--- src/hw/rtl/q2e_pkg.sv ---
package q2e_pkg;

  // Field and datapath widths.
  localparam int unsigned SumW   = 34;  // sine and cosine terms, scaled by 2^30
  localparam int unsigned CordW  = 36;  // CORDIC x and y with room for gain
  localparam int unsigned AccW   = 32;  // angle accumulator, 2^31 equals pi
  localparam int unsigned RootW  = 31;  // square root result
  localparam int unsigned RemW   = 35;  // square root remainder
  localparam int unsigned RadW   = 62;  // square root radicand
  localparam int unsigned SqSteps = 31; // two radicand bits retire per step
  localparam int unsigned AtanLen = 24;

  localparam logic [AccW-1:0] HalfPiAcc  = 32'h4000_0000;
  localparam logic signed [15:0] HalfPiOut = 16'sd16384;

  typedef struct packed {
    logic signed [15:0] quat_w;
    logic signed [15:0] quat_x;
    logic signed [15:0] quat_y;
    logic signed [15:0] quat_z;
  } q2e_in_t;

  typedef struct packed {
    logic signed [15:0] roll_angle;
    logic signed [15:0] pitch_angle;
    logic signed [15:0] yaw_angle;
    logic               pitch_clamped;
  } q2e_out_t;

  // One CORDIC vector in flight.
  typedef struct packed {
    logic signed [CordW-1:0] x;
    logic signed [CordW-1:0] y;
    logic [AccW-1:0]         acc;
    logic                    zero;
  } q2e_lane_t;

  // One square root step in flight.
  typedef struct packed {
    logic [RemW-1:0]  rem;
    logic [RootW-1:0] root;
    logic [RadW-1:0]  rad;
  } q2e_sqrt_t;

  // Arctangent of 2^-i in accumulator units.
  function automatic logic [AccW-1:0] q2e_atan(input int unsigned i);
    logic [AccW-1:0] r;
    unique case (i)
      0:  r = 32'h20000000;
      1:  r = 32'h12E4051D;
      2:  r = 32'h09FB385B;
      3:  r = 32'h051111D4;
      4:  r = 32'h028B0D43;
      5:  r = 32'h0145D7E1;
      6:  r = 32'h00A2F61E;
      7:  r = 32'h00517C55;
      8:  r = 32'h0028BE53;
      9:  r = 32'h00145F2F;
      10: r = 32'h000A2F98;
      11: r = 32'h000517CC;
      12: r = 32'h00028BE6;
      13: r = 32'h000145F3;
      14: r = 32'h0000A2FA;
      15: r = 32'h0000517D;
      16: r = 32'h000028BE;
      17: r = 32'h0000145F;
      18: r = 32'h00000A30;
      19: r = 32'h00000518;
      20: r = 32'h0000028C;
      21: r = 32'h00000146;
      22: r = 32'h000000A3;
      23: r = 32'h00000051;
      default: r = '0;
    endcase
    return r;
  endfunction

endpackage

--- src/hw/rtl/q2e_sqrt_cell.sv ---
module q2e_sqrt_cell
  import q2e_pkg::*;
(
  input  logic      clk_i,
  input  logic      en_i,
  input  q2e_sqrt_t sq_i,
  output q2e_sqrt_t sq_o
);

  logic [RemW-1:0] rem_sh;
  logic [RemW-1:0] trial;
  q2e_sqrt_t       sq_d;
  q2e_sqrt_t       sq_q;

  // Bring down the next two radicand bits and try the next root bit.
  always_comb begin
    rem_sh = {sq_i.rem[RemW-3:0], sq_i.rad[RadW-1 -: 2]};
    trial  = {2'b00, sq_i.root, 2'b01};
    sq_d.rad = {sq_i.rad[RadW-3:0], 2'b00};
    if (rem_sh >= trial) begin
      sq_d.rem  = rem_sh - trial;
      sq_d.root = {sq_i.root[RootW-2:0], 1'b1};
    end else begin
      sq_d.rem  = rem_sh;
      sq_d.root = {sq_i.root[RootW-2:0], 1'b0};
    end
  end

  always_ff @(posedge clk_i) begin
    if (en_i) begin
      sq_q <= sq_d;
    end
  end

  assign sq_o = sq_q;

endmodule

--- config.mk ---
export PLATFORM = sky130hd
export DESIGN_NAME = q2e_sqrt_cell
export DESIGN_NICKNAME = d
export VERILOG_FILES = /design/src/hw/rtl/q2e_pkg.sv /design/src/hw/rtl/q2e_sqrt_cell.sv
export SDC_FILE = /design/constraint.sdc
export NUM_CORES = 1
export LEC_CHECK = 0
export ABC_CLOCK_PERIOD_IN_PS = 4000
export CAP_MARGIN = 20
export CORE_ASPECT_RATIO = 1.4
export CORE_MARGIN = 2
export CORE_UTILIZATION = 60
export CTS_CLUSTER_DIAMETER = 150
export DETAILED_ROUTE_END_ITERATION = 7
export DONT_BUFFER_PORTS = 1
export GPL_TIMING_DRIVEN = 1
export PLACE_DENSITY = 0.79
export SLEW_MARGIN = 5
export SYNTH_ARGS = -nofsm -noshare
export SYNTH_HDL_FRONTEND = slang
export SYNTH_SLANG_ARGS = --single-unit
--- constraint.sdc ---
create_clock -name clk_i -period 4 [get_ports clk_i]
set_input_delay 0.8 -clock clk_i [delete_from_list [all_inputs] [get_ports clk_i]]
set_output_delay 0.8 -clock clk_i [all_outputs]
set_load 0.1 [all_outputs]
Word-level counts from Yosys, hierarchy flattened

Cells that the tools add are included.

Memories: 0
Memory bits (writable): 0
Output and inout port bits: 128
Bits in read-only memories: 0
Bits in latches: 0
Register bits after elaboration: 126

Magnitude comparators: 1
Add/sub/neg operators: 1
Div/mod/pow operators: 0
$mul: 0
Shift-type cells: 0
Multiplexer cells: 1
Reductions and logical operators: 0
Equal/unequal tests: 0
Bitwise gates (word level): 0

Operator list:

| operator                       | count |
|---|---|
| two-way mux 66 bit             | 1 |
| >= comparator 35 x 33 -> 1 bit | 1 |
| subtractor 35 x 33 -> 35 bit   | 1 |

Depth between registers and ports, before layout

Word-level depth: 2
Mapped depth: 13
Mapped depth without buffers: 11

Worst setup path after synthesis

No wires, ideal clock.

Path type: in2reg
Start point: input port sq_i[77] (netlist bit)
End point: register sq_q (netlist bit sq_o[127]), data pin
Cell stages on the path: 10
Path buffers: 0
Arrival: 2.874 ns
Slack: 0.857 ns
Cell sequence: inv_1 ha_1 a211oi_2 nor2_1 a2111o_1 or3b_4 o21ai_4 o31ai_2 a2111oi_4 xor2_1

RTL lines:

| what                   | RTL line            | source |
|---|---|---|
| start: declaration     | q2e_sqrt_cell.sv:6  | `input q2e_sqrt_t sq_i,` |
| end signal: assignment | q2e_sqrt_cell.sv:31 | `sq_q <= sq_d;` |
| end: declaration       | q2e_sqrt_cell.sv:13 | `q2e_sqrt_t sq_q;` |

==> results.json <==
{
  "overflow": 0,
  "grt_usage_pct": 24.8,
  "route.detailed.drc": 0,
  "drv_slew": 0,
  "drv_cap": 0,
  "comb_power_share_pct": 8.8,
  "core.rowCount": 43,
  "cts_tree": "done",
  "synth.distinct_cells": 58,
  "ys_seq_area_share_pct": 61.2,
  "drtIter0Drc": 166,
  "largest_reg_flops": 126,
  "cp_data_arrival_time_ns": 3.18,
  "place.gp.congestion": 0.885,
  "drive_gt1_share_pct": 10.1,
  "rsz0062_at_grt": "false",
  "cts.clk_slew.worst_paths_ns": 0.06,
  "start_util_pct": 62.2,
  "setup_viol": 0,
  "final_nets": 673,
  "yosysWarnings": 0,
  "port_buffers": 0,
  "grt_first_pass_wirelength_um": 21000,
  "dp_hpwl_um": 10500,
  "power_density_mw_per_mm2": 676,
  "area_delta_synth_final_pct": 11.7,
  "swShare_pct": 40.0,
  "leakagePower_uw": 0.00264,
  "relSlewSlack_pct": 33.3,
  "peakVddDrop_mv": 0.332,
  "hold_viol": 0,
  "cts_max_path_buffers": 2,
  "cts-root-buf": "clkbuf_16",
  "grt_pass1_vias": 4055,
  "outcome": "complete, no violations",
  "p_seq_share_pct": 56.8,
  "h-tree-depth": 4,
  "cts-resized-gates": 0,
  "critical_path_class": "input port to flip-flop",
  "end_kind": "flip-flop",
  "dr.pass1.iters": 5,
  "cts.sinks": 126,
  "grt_max_degree": 127,
  "ant_nets": 0,
  "synthArstFlopShare_pct": 0,
  "synthCells": 504,
  "drt-wirelength-per-cell_um": 21.7,
  "worstPathRequired_ns": 4.15,
  "max_freq_mhz": 330,
  "fin_crit_ns": 3.03,
  "p_int_uw": 2800,
  "hold_buffers": 0,
  "grt_antenna_before_repair": 0,
  "num_io_pins": 258,
  "clockPowerShare_pct": 34.4,
  "hold_path.class": "input port to flip-flop",
  "viasPerCell": 6.23,
  "synth_area_mm2": 0.00619,
  "vias": 4100,
  "post-cts-setup-buffers": 0,
  "wl_um": 14300,
  "cp_max_fo": 19,
  "avgSynthCellArea_um2": 12.3,
  "ys_seq_elements": 126,
  "fin_setup_tns_ns": 0,
  "final.period_utilization_pct": 75.7,
  "holdPathStages": 0,
  "coreArea_mm2": 0.00995,
  "synthFlopType": "edfxtp_1",
  "fin_total_pwr_uw": 4670,
  "cts_made_buffers": 17,
  "die_area_mm2": 0.0112,
  "worst_slew_pin_slew_ns": 1.00,
  "num_antenna_cells": 0,
  "floorplan.die.height_um": 124,
  "synth_edf_count": 126,
  "switching_power_uw": 1870,
  "die_w_um": 89.8,
  "worst_setup_path_start_kind": "input port"
}
[metal layers]
metal  global-route usage (%)  part of all wire [%]
met4                     10.4                   2.2
met1                     24.5                    33
met3                     9.01                   9.1
met2                     47.1                    56
met5                        0                     0
[Yosys cell counts, types with 3 or more instances]
library cell	number	area [µm²]
a21o_1	9	67.6
a21oi_1	45	225
and2_1	3	18.8
and3_1	4	25.0
buf_4	4	30.0
clkbuf_1	10	37.5
edfxtp_1	126	3780
ha_1	33	413
inv_1	37	139
nand2_1	44	165
nand2b_1	5	31.3
nand3_1	10	50.1
nand4_1	6	37.5
nor2_1	31	116
nor2b_1	4	25.0
nor3_1	13	65.1
o211ai_1	6	45.0
o21a_1	4	30.0
o21ai_0	15	75.1
o21ai_1	15	75.1
o21bai_1	3	22.5
o31ai_1	4	30.0
xnor2_1	17	149
xor2_1	13	114
[cell usage in the layout, fill, tap and decap left out, types with 4 or more instances in the layout]
cell type / instances
edfxtp_1: 126
a21oi_1: 45
nand2_1: 44
inv_1: 37
ha_1: 33
nor2_1: 31
xnor2_1: 17
clkbuf_16: 17
o21ai_1: 15
o21ai_0: 15
nor3_1: 13
xor2_1: 13
nand3_1: 10
a21o_1: 9
nand4_1: 6
o211ai_1: 6
inv_6: 6
nand2b_1: 5
o21a_1: 4
and3_1: 4
nor2b_1: 4
o31ai_1: 4
[area by class of cell]
cell class | instances | area, µm²
clock buffer | 17 | 425
clock inverter | 15 | 198
fill | 701 | 3040
inverter | 39 | 146
multi-input combinational | 323 | 2170
sequential | 126 | 3780
tap | 135 | 169
timing repair buffer | 3 | 22.5
[power groups by stage]
stage / registers [µW] / clock network (µW) / logic [µW]
after floorplan: 2650 / 0 / 337
after global placement: 2680 / 0 / 392
after detailed placement: 2680 / 0 / 401
after CTS: 2660 / 1630 / 406
after global routing: 2660 / 1700 / 457
final: 2650 / 1610 / 411
[kinds of logic (layout without fill, tap and decap cells)]
logic type / after synthesis / in the layout / synth area share, %
simple gates: 129 / 129 / 9.93
compound gates: 128 / 128 / 13.9
flops: 126 / 126 / 61.2
buf+inv: 56 / 74 / 3.90
fa+ha+maj: 33 / 33 / 6.67
xor+xnor: 30 / 30 / 4.25
other cells: 1 / 2 / 0.0606
mux: 1 / 1 / 0.182
[critical path, stage by stage]
cell      delay, ns
inv_1          0.02
ha_1           0.33
o21ai_1        0.12
a22oi_1        0.36
o21bai_1       0.19
o21ai_1        0.26
o211a_2        0.33
a21boi_4       0.09
inv_2          0.29
buf_4          0.29
a21oi_1        0.09
[through the flow]
stage               std cells  setup slack [ns]  hold slack, ns  util (%)  area, µm²
floorplan                 505             0.857           0.899         -       6190
global placement          626             0.632           0.899      63.2       6290
detailed placement        626             0.601           0.899      63.2       6290
CTS                       658              1.02           0.472      69.4       6910
global route              658             0.800           0.461      69.4       6910
finish                    658             0.972           0.482      69.4       6910
[final timing paths]
check	start	slack, ns	endpoint
setup / recovery	sq_i[62]	0.97	sq_o[113]
hold / removal	sq_i[51]	0.48	sq_o[53]
Power figures use the tool's default switching activity.
