File: config.mk
export PLATFORM = sky130hd
export DESIGN_NAME = q2e_cordic_cell
export DESIGN_NICKNAME = d
export VERILOG_FILES = /design/src/hw/rtl/q2e_pkg.sv /design/src/hw/rtl/q2e_cordic_cell.sv
export SDC_FILE = /design/constraint.sdc
export NUM_CORES = 1
export LEC_CHECK = 0
export CORE_UTILIZATION = 66
export DETAILED_ROUTE_END_ITERATION = 8
export DONT_BUFFER_PORTS = 1
export PLACE_DENSITY_LB_ADDON = 0.08
export SLEW_MARGIN = 10
export SYNTH_ARGS = -nofsm -noshare
export SYNTH_HDL_FRONTEND = slang
export SYNTH_SLANG_ARGS = --single-unit
File: constraint.sdc
create_clock -name clk_i -period 4.23 [get_ports clk_i]
set_clock_uncertainty 0.05 [all_clocks]
set_input_delay 0.6345 -clock clk_i [delete_from_list [all_inputs] [get_ports clk_i]]
set_output_delay 0.6345 -clock clk_i [all_outputs]
set_load 0.02 [all_outputs]
File: src/hw/rtl/q2e_pkg.sv
package q2e_pkg;

  // Field and datapath widths.
  localparam int unsigned SumW   = 34;  // sine and cosine terms, scaled by 2^30
  localparam int unsigned CordW  = 36;  // CORDIC x and y with room for gain
  localparam int unsigned AccW   = 32;  // angle accumulator, 2^31 equals pi
  localparam int unsigned RootW  = 31;  // square root result
  localparam int unsigned RemW   = 35;  // square root remainder
  localparam int unsigned RadW   = 62;  // square root radicand
  localparam int unsigned SqSteps = 31; // two radicand bits retire per step
  localparam int unsigned AtanLen = 24;

  localparam logic [AccW-1:0] HalfPiAcc  = 32'h4000_0000;
  localparam logic signed [15:0] HalfPiOut = 16'sd16384;

  typedef struct packed {
    logic signed [15:0] quat_w;
    logic signed [15:0] quat_x;
    logic signed [15:0] quat_y;
    logic signed [15:0] quat_z;
  } q2e_in_t;

  typedef struct packed {
    logic signed [15:0] roll_angle;
    logic signed [15:0] pitch_angle;
    logic signed [15:0] yaw_angle;
    logic               pitch_clamped;
  } q2e_out_t;

  // One CORDIC vector in flight.
  typedef struct packed {
    logic signed [CordW-1:0] x;
    logic signed [CordW-1:0] y;
    logic [AccW-1:0]         acc;
    logic                    zero;
  } q2e_lane_t;

  // One square root step in flight.
  typedef struct packed {
    logic [RemW-1:0]  rem;
    logic [RootW-1:0] root;
    logic [RadW-1:0]  rad;
  } q2e_sqrt_t;

  // Arctangent of 2^-i in accumulator units.
  function automatic logic [AccW-1:0] q2e_atan(input int unsigned i);
    logic [AccW-1:0] r;
    unique case (i)
      0:  r = 32'h20000000;
      1:  r = 32'h12E4051D;
      2:  r = 32'h09FB385B;
      3:  r = 32'h051111D4;
      4:  r = 32'h028B0D43;
      5:  r = 32'h0145D7E1;
      6:  r = 32'h00A2F61E;
      7:  r = 32'h00517C55;
      8:  r = 32'h0028BE53;
      9:  r = 32'h00145F2F;
      10: r = 32'h000A2F98;
      11: r = 32'h000517CC;
      12: r = 32'h00028BE6;
      13: r = 32'h000145F3;
      14: r = 32'h0000A2FA;
      15: r = 32'h0000517D;
      16: r = 32'h000028BE;
      17: r = 32'h0000145F;
      18: r = 32'h00000A30;
      19: r = 32'h00000518;
      20: r = 32'h0000028C;
      21: r = 32'h00000146;
      22: r = 32'h000000A3;
      23: r = 32'h00000051;
      default: r = '0;
    endcase
    return r;
  endfunction

endpackage

File: src/hw/rtl/q2e_cordic_cell.sv
module q2e_cordic_cell
  import q2e_pkg::*;
#(
  parameter int unsigned STAGE = 0
) (
  input  logic      clk_i,
  input  logic      en_i,
  input  q2e_lane_t lane_i,
  output q2e_lane_t lane_o
);

  logic signed [CordW-1:0] x_sh;
  logic signed [CordW-1:0] y_sh;
  q2e_lane_t               lane_d;
  q2e_lane_t               lane_q;

  // One vectoring micro-rotation toward the positive x axis.
  always_comb begin
    x_sh = lane_i.x >>> STAGE;
    y_sh = lane_i.y >>> STAGE;
    lane_d.zero = lane_i.zero;
    if (lane_i.y >= 0) begin
      lane_d.x   = lane_i.x + y_sh;
      lane_d.y   = lane_i.y - x_sh;
      lane_d.acc = lane_i.acc + q2e_atan(STAGE);
    end else begin
      lane_d.x   = lane_i.x - y_sh;
      lane_d.y   = lane_i.y + x_sh;
      lane_d.acc = lane_i.acc - q2e_atan(STAGE);
    end
  end

  always_ff @(posedge clk_i) begin
    if (en_i) begin
      lane_q <= lane_d;
    end
  end

  assign lane_o = lane_q;

endmodule

; Yosys cells after proc, flatten, opt, wreduce, memory -nomap -nowiden
; Index checks and enable logic that the tools add are counted.
[word_totals]
out_inout_bits = 105
wordCells = 11
reg_bits = 105
[classes]
add_sub_neg = 5
order_cmp = 1
muxes = 1
[ops]
columns = cell, count
row1 = 104-bit two-way mux, 1
row2 = 36-bit subtractor, 2
row3 = 36-bit adder, 1
row4 = 36-bit by 1-bit greater-or-equal comparator with 1-bit output (second input constant), 1
row5 = 32-bit by 30-bit adder with 32-bit output (second input constant), 1
row6 = 32-bit by 30-bit subtractor with 32-bit output (second input constant), 1

; Depth between registers and ports, before layout
; Gate-level depths: netlist of the first run.
[logic_depth]
depth_word = 2
mapped_depth = 13
mapped_depth_nobuf = 12

; Worst setup path before layout of the first run
; Ideal clock, no wire load.
[synth_path]
path_type = input to register
from = input port lane_i[39] (netlist bit)
to = register lane_q, in the netlist lane_o[61] (data pin)
cell_stages = 11
arrival_time_ns = 2.900
setup_ns = 0.259
t_required_ns = 3.921
slack_ns = 1.021
path_buffers = 1
cell_sequence = inv_1 ha_1 clkbuf_1 a21o_1 a221o_1 a21o_1 o41ai_4 o21ai_2 a2111o_1 o21a_1 xnor2_1
[synth_rtl]
columns = item, line_no
row1 = from (decl), q2e_cordic_cell.sv:8  ; input q2e_lane_t lane_i,
row2 = to (signal assigned), q2e_cordic_cell.sv:35  ; lane_q <= lane_d;
row3 = to (decl), q2e_cordic_cell.sv:15  ; q2e_lane_t lane_q;

==> metrics, run 1 <==
status=completed; Comb power frac=29.4%; Final Hold Fails=0; RSZ-0062 raised after global routing=no; mapped cell area=0.00955 mm²; post-synthesis register bit count=104; Max IR drop VDD=0.000209 V; Synth Net Count=1291; slew margin rel.=35.1%; Post-Syn Instances=1075; crit path max fanout=16; Unique masters post-synth=76; Total Wirelength=26400 µm; Max Cap Viol=0; Clock Power Share=24.4%; Vias=8225; Clock Sinks=104; Area growth syn-to-layout=3.85%; initial antenna violation count=0; Syn. warnings=0; final setup vio count=0; FFs w/ async S/R, synth=0%; Synth Area per Inst=8.89 µm²; post-synth top area share=32.7%; setup tns final=0 ns; post-CTS sizing=0; io pins=212; CP Cell Sequence=inv_1 > ha_1 > or4_4 > nor3_2 > o211ai_1 > o21ai_2 > a21oi_2 > o41ai_4 > a31oi_1 > a211oi_2 > xnor2_1; CTS Buf Count=9; Worst Path Required=4.29 ns; hold slack final=0.316 ns; register area share after synthesis=32.7%; share of cells above drive strength 1=4.67%; Tcrit/Tclk final=83.6%; highest clock rate=283 MHz; Max Slew Vio Count=0; total core area=0.0140 mm²; H-tree depth=3; DR iter-0 viols=960; Post-synth EDFFs=104; CTS tree=built; Yosys top cell by area=edfxtp_1; IO buf count=0; gr ovfl total=0; hold_buf cts=0; slowest cell on the critical path=or4_4; routed via count divided by cell count=6.69; crit path time final=3.54 ns; Psw=1.29 mW; DR DRC count=0; top-count cell post-synth=a21oi_1; Hold WC Path Type=primary input to flop; Post-CTS Setup Inserts=0; CTS root buffer=clkbuf_16; Switching Share=37.5%; number of inserted diodes=0; hpwl dp=20100 µm; GP Congestion=0.942; routed length per instance=21.4 µm; largest net degree at the start of global routing=105; Max Root-Sink Buffers=2; Pint=2.14 mW; Slew @ Worst Pin=0.973 ns; critical path arrival=3.60 ns; Post-synth top cells=121 x a21oi_1, 110 x inv_1, 105 x ha_1; Die H=122 µm; antenna-violating nets left=0; sequential share of power=46.2%; Clock Pin Slew Worst Setup and Hold Paths=0.07 ns; Synth Flop Type=edfxtp_1; Largest register FFs=104; Global Route Usage Sum=34.6%; highest cell delay on the worst timing path=0.64 ns; Die Wd=122 µm; cell leakage power=4.13 nW; final-stage net count=1260; worst setup path category=primary input to flop; Pre-Repair DR Iteration Count=5; CP Launch Type=primary input; vias in the first global route=7586; worst hold stages=0; Starting Density=68.3%; Area contributors post-synth=edfxtp_1 33%, ha_1 14%, a21oi_1 6.3%; CP endpoint kind=flop; first-pass GRT wire length=39800 µm; pwr dens=346 mW/mm²; row count=43; Die ar.=0.0150 mm²; fin util=70.9%
critical path: cells and delay by family:
kind                     cells  cell delay [ns]
buffers and inverters        1             0.02
AO/OA/AOI/OAI                6             1.55
XOR/XNOR                     1             0.09
AND/OR/NAND/NOR              2             0.80
adder cells (fa/ha/maj)      1             0.49
cell usage in the layout (no fill, tap or decap), types with 10 or more instances in the layout:
cell      instances
mux2i_1          15
nor3_1           19
o21bai_1         29
a211oi_1         10
or3_1            10
nor2_1           75
nor2b_1          18
o21ai_0          64
a21o_1           24
nand3_1          14
xnor2_1          62
nand2_1          52
o31ai_1          14
o21ai_1          13
ha_1            105
inv_1           110
a31oi_1          10
a21oi_1         121
edfxtp_1        104
nand2b_1         11
nand4_1          13
power groups by stage:
| stage | clock, mW | sequential (mW) | combinational [mW] |
|---|---|---|---|
| finish | 0.837 | 1.59 | 1.01 |
| global route | 0.880 | 1.60 | 1.08 |
| CTS | 0.843 | 1.59 | 0.979 |
| detailed placement | 0 | 1.61 | 0.968 |
| global placement | 0 | 1.61 | 0.964 |
| floorplan | 0 | 1.59 | 0.759 |
kinds of logic (layout without fill, tap and decap cells):
logic type,count (synthesis),after routing,share of synthesized area [%]
AND/OR/NAND/NOR,249,249,13.2
adder cells (fa/ha/maj),109,109,14.6
AO/OA/AOI/OAI,364,364,24.9
buffers and inverters,164,138,6.63
XOR/XNOR,70,70,6.42
multiplexers,15,15,1.57
flip-flops,104,104,32.7
stage by stage:
| stage | power (mW) | setup slack (ns) | cell area (µm²) | instances |
|---|---|---|---|---|
| finish | 3.43 | 0.692 | 9920 | 1229 |
| global route | 3.57 | 0.572 | 9920 | 1229 |
| CTS | 3.41 | 0.817 | 9920 | 1229 |
| detailed placement | 2.58 | 0.482 | 9630 | 1213 |
| global placement | 2.57 | 0.471 | 9630 | 1213 |
| floorplan | 2.35 | 1.02 | 9550 | 1075 |
layer usage:
layer / track usage, % / share of wire (%) / vias up
li1: - / - / 3802
met1: 46.9 / 42 / 3820
met2: 54.2 / 45 / 532
met3: 7.25 / 11 / 71
met4: 13.0 / 3.1 / 0
met5: 0 / 0 / -
final cells by class:
class	instances	area (µm²)
Clock inverter	6	62.6
Multi-Input combinational cell	807	5800
Sequential cell	104	3120
Inverter	115	432
Tap cell	180	225
Timing Repair Buffer	7	52.6
Fill cell	1121	4070
Clock buffer	10	229
worst paths after layout:
path / startpoint / end / slack [ns]
setup / recovery: lane_i[44] / lane_o[68]$_DFFE_PP_ / 0.69
hold / removal: lane_i[1] / lane_o[1]$_DFFE_PP_ / 0.32
Note: power is estimated with default switching activity, not from simulation.
==> inputs of run 2 (changes only) <==
- clock period: 4.23 -> 3.5 ns (I/O delays scaled with it)
==> run 2 against run 1 <==
Compared with the run above:
- first-iteration DRC count up 9.3%
- final cell count up 4.1%
- die area unchanged
- largest power group unchanged
==> metrics, run 2 (synthesis results as in run 1) <==
Die H=122 µm; H-tree depth=3; Max Root-Sink Buffers=2; routed via count divided by cell count=6.75; Clock Pin Slew Worst Setup and Hold Paths=0.07 ns; Clock Sinks=104; Slew @ Worst Pin=0.748 ns; Hold WC Path Type=primary input to flop; Die Wd=122 µm; CTS Buf Count=9; final setup vio count=0; Post-CTS Setup Inserts=0; RSZ-0062 raised after global routing=no; CP Cell Sequence=inv_1 > ha_1 > nor2b_1 > o21bai_1 > a211oi_1 > or4_4 > a21oi_1 > o221ai_1 > a211oi_1 > a21oi_1 > xnor2_1; vias in the first global route=8034; largest net degree at the start of global routing=105; routed length per instance=21.8 µm; Worst setup startpoint=lane_i[34]; CP Launch Type=primary input; slowest cell on the critical path=or4_4; Max IR drop VDD=0.000263 V; fin util=73.6%; status=completed; Max Slew Vio Count=0; Area growth syn-to-layout=7.78%; DR DRC count=0; Pre-Repair DR Iteration Count=6; Global Route Usage Sum=36.8%; most common cell after layout, fill and taps aside=a21oi_1; CP endpoint kind=flop; pwr dens=413 mW/mm²; hpwl dp=21400 µm; setup tns final=0 ns; IO buf count=0; Largest register FFs=104; CTS root buffer=clkbuf_16; number of inserted diodes=0; GP Congestion=0.995; cell leakage power=4.37 nW; row count=43; crit path time final=3.19 ns; gr ovfl total=0; io pins=212; Final Hold Fails=0; total power=4.25 mW; Total Wirelength=27800 µm; Die ar.=0.0150 mm²; initial antenna violation count=0; worst setup path category=primary input to flop; DR iter-0 viols=1049; post-CTS sizing=0; Vias=8627; highest clock rate=313 MHz; antenna-violating nets left=0; critical path arrival=3.25 ns; hold_buf cts=0; first-pass GRT wire length=42300 µm; Worst Path Required=3.56 ns; Tcrit/Tclk final=91.2%; total core area=0.0140 mm²; hold slack final=0.202 ns; start point of the worst hold path=lane_i[18]; # fillers=1060; most frequent cells in the layout=121 x a21oi_1, 110 x inv_1, 105 x ha_1, 104 x edfxtp_1, 75 x nor2_1; share of cells above drive strength 1=9.01%; Starting Density=68.3%; slew margin rel.=50.1%; Max Cap Viol=0; final-stage net count=1310; crit path max fanout=5; highest cell delay on the worst timing path=0.54 ns; CTS tree=built
run 2: changes by cell type in the layout (fill, tap and decap cells not counted):
cell,before,now
buf_4,7,57
run 2: critical path: cells and delay by family:
family	cells	cell delay, ns
buffers and inverters	1	0.05
XOR/XNOR	1	0.14
AND/OR/NAND/NOR	2	0.71
AO/OA/AOI/OAI	6	1.48
adder cells (fa/ha/maj)	1	0.34
run 2: path summary, 6_finish.rpt:
check | slack (ns) | cells past startpoint | end
setup / recovery | 0.31 | 11 | lane_o[100]$_DFFE_PP_
hold / removal | 0.20 | 0 | lane_o[18]$_DFFE_PP_
run 2: metal layers:
metal	up-vias	global-route usage (%)	share of wire (%)
met2	637	57.3	44
met4	0	16.1	3.8
met3	100	6.97	11
li1	3912	-	-
met5	-	0	0
met1	3978	49.7	41
run 2: layout make-up:
| class | count | area, µm² | share of cell area [%] |
|---|---|---|---|
| multi-input combinational | 807 | 5800 | 56.3 |
| sequential | 104 | 3120 | 30.3 |
| inverter | 115 | 432 | 4.19 |
| timing repair buffer | 57 | 428 | 4.16 |
| clock buffer | 10 | 229 | 2.22 |
| tap | 180 | 225 | 2.19 |
| clock inverter | 6 | 62.6 | 0.608 |
run 2: power breakdown:
group          switching [mW]  total (mW)  internal, mW
clock                   0.511        1.01         0.502
sequential              0.294        1.92          1.62
combinational           0.787        1.32         0.531
run 2: per-stage QoR:
| stage | setup slack (ns) | instance area [µm²] | std cells |
|---|---|---|---|
| after floorplan | 0.401 | 9550 | 1075 |
| after global placement | 0.115 | 10000 | 1263 |
| after detailed placement | 0.0234 | 10000 | 1263 |
| after CTS | 0.386 | 10300 | 1279 |
| after global routing | 0.154 | 10300 | 1279 |
| final | 0.308 | 10300 | 1279 |
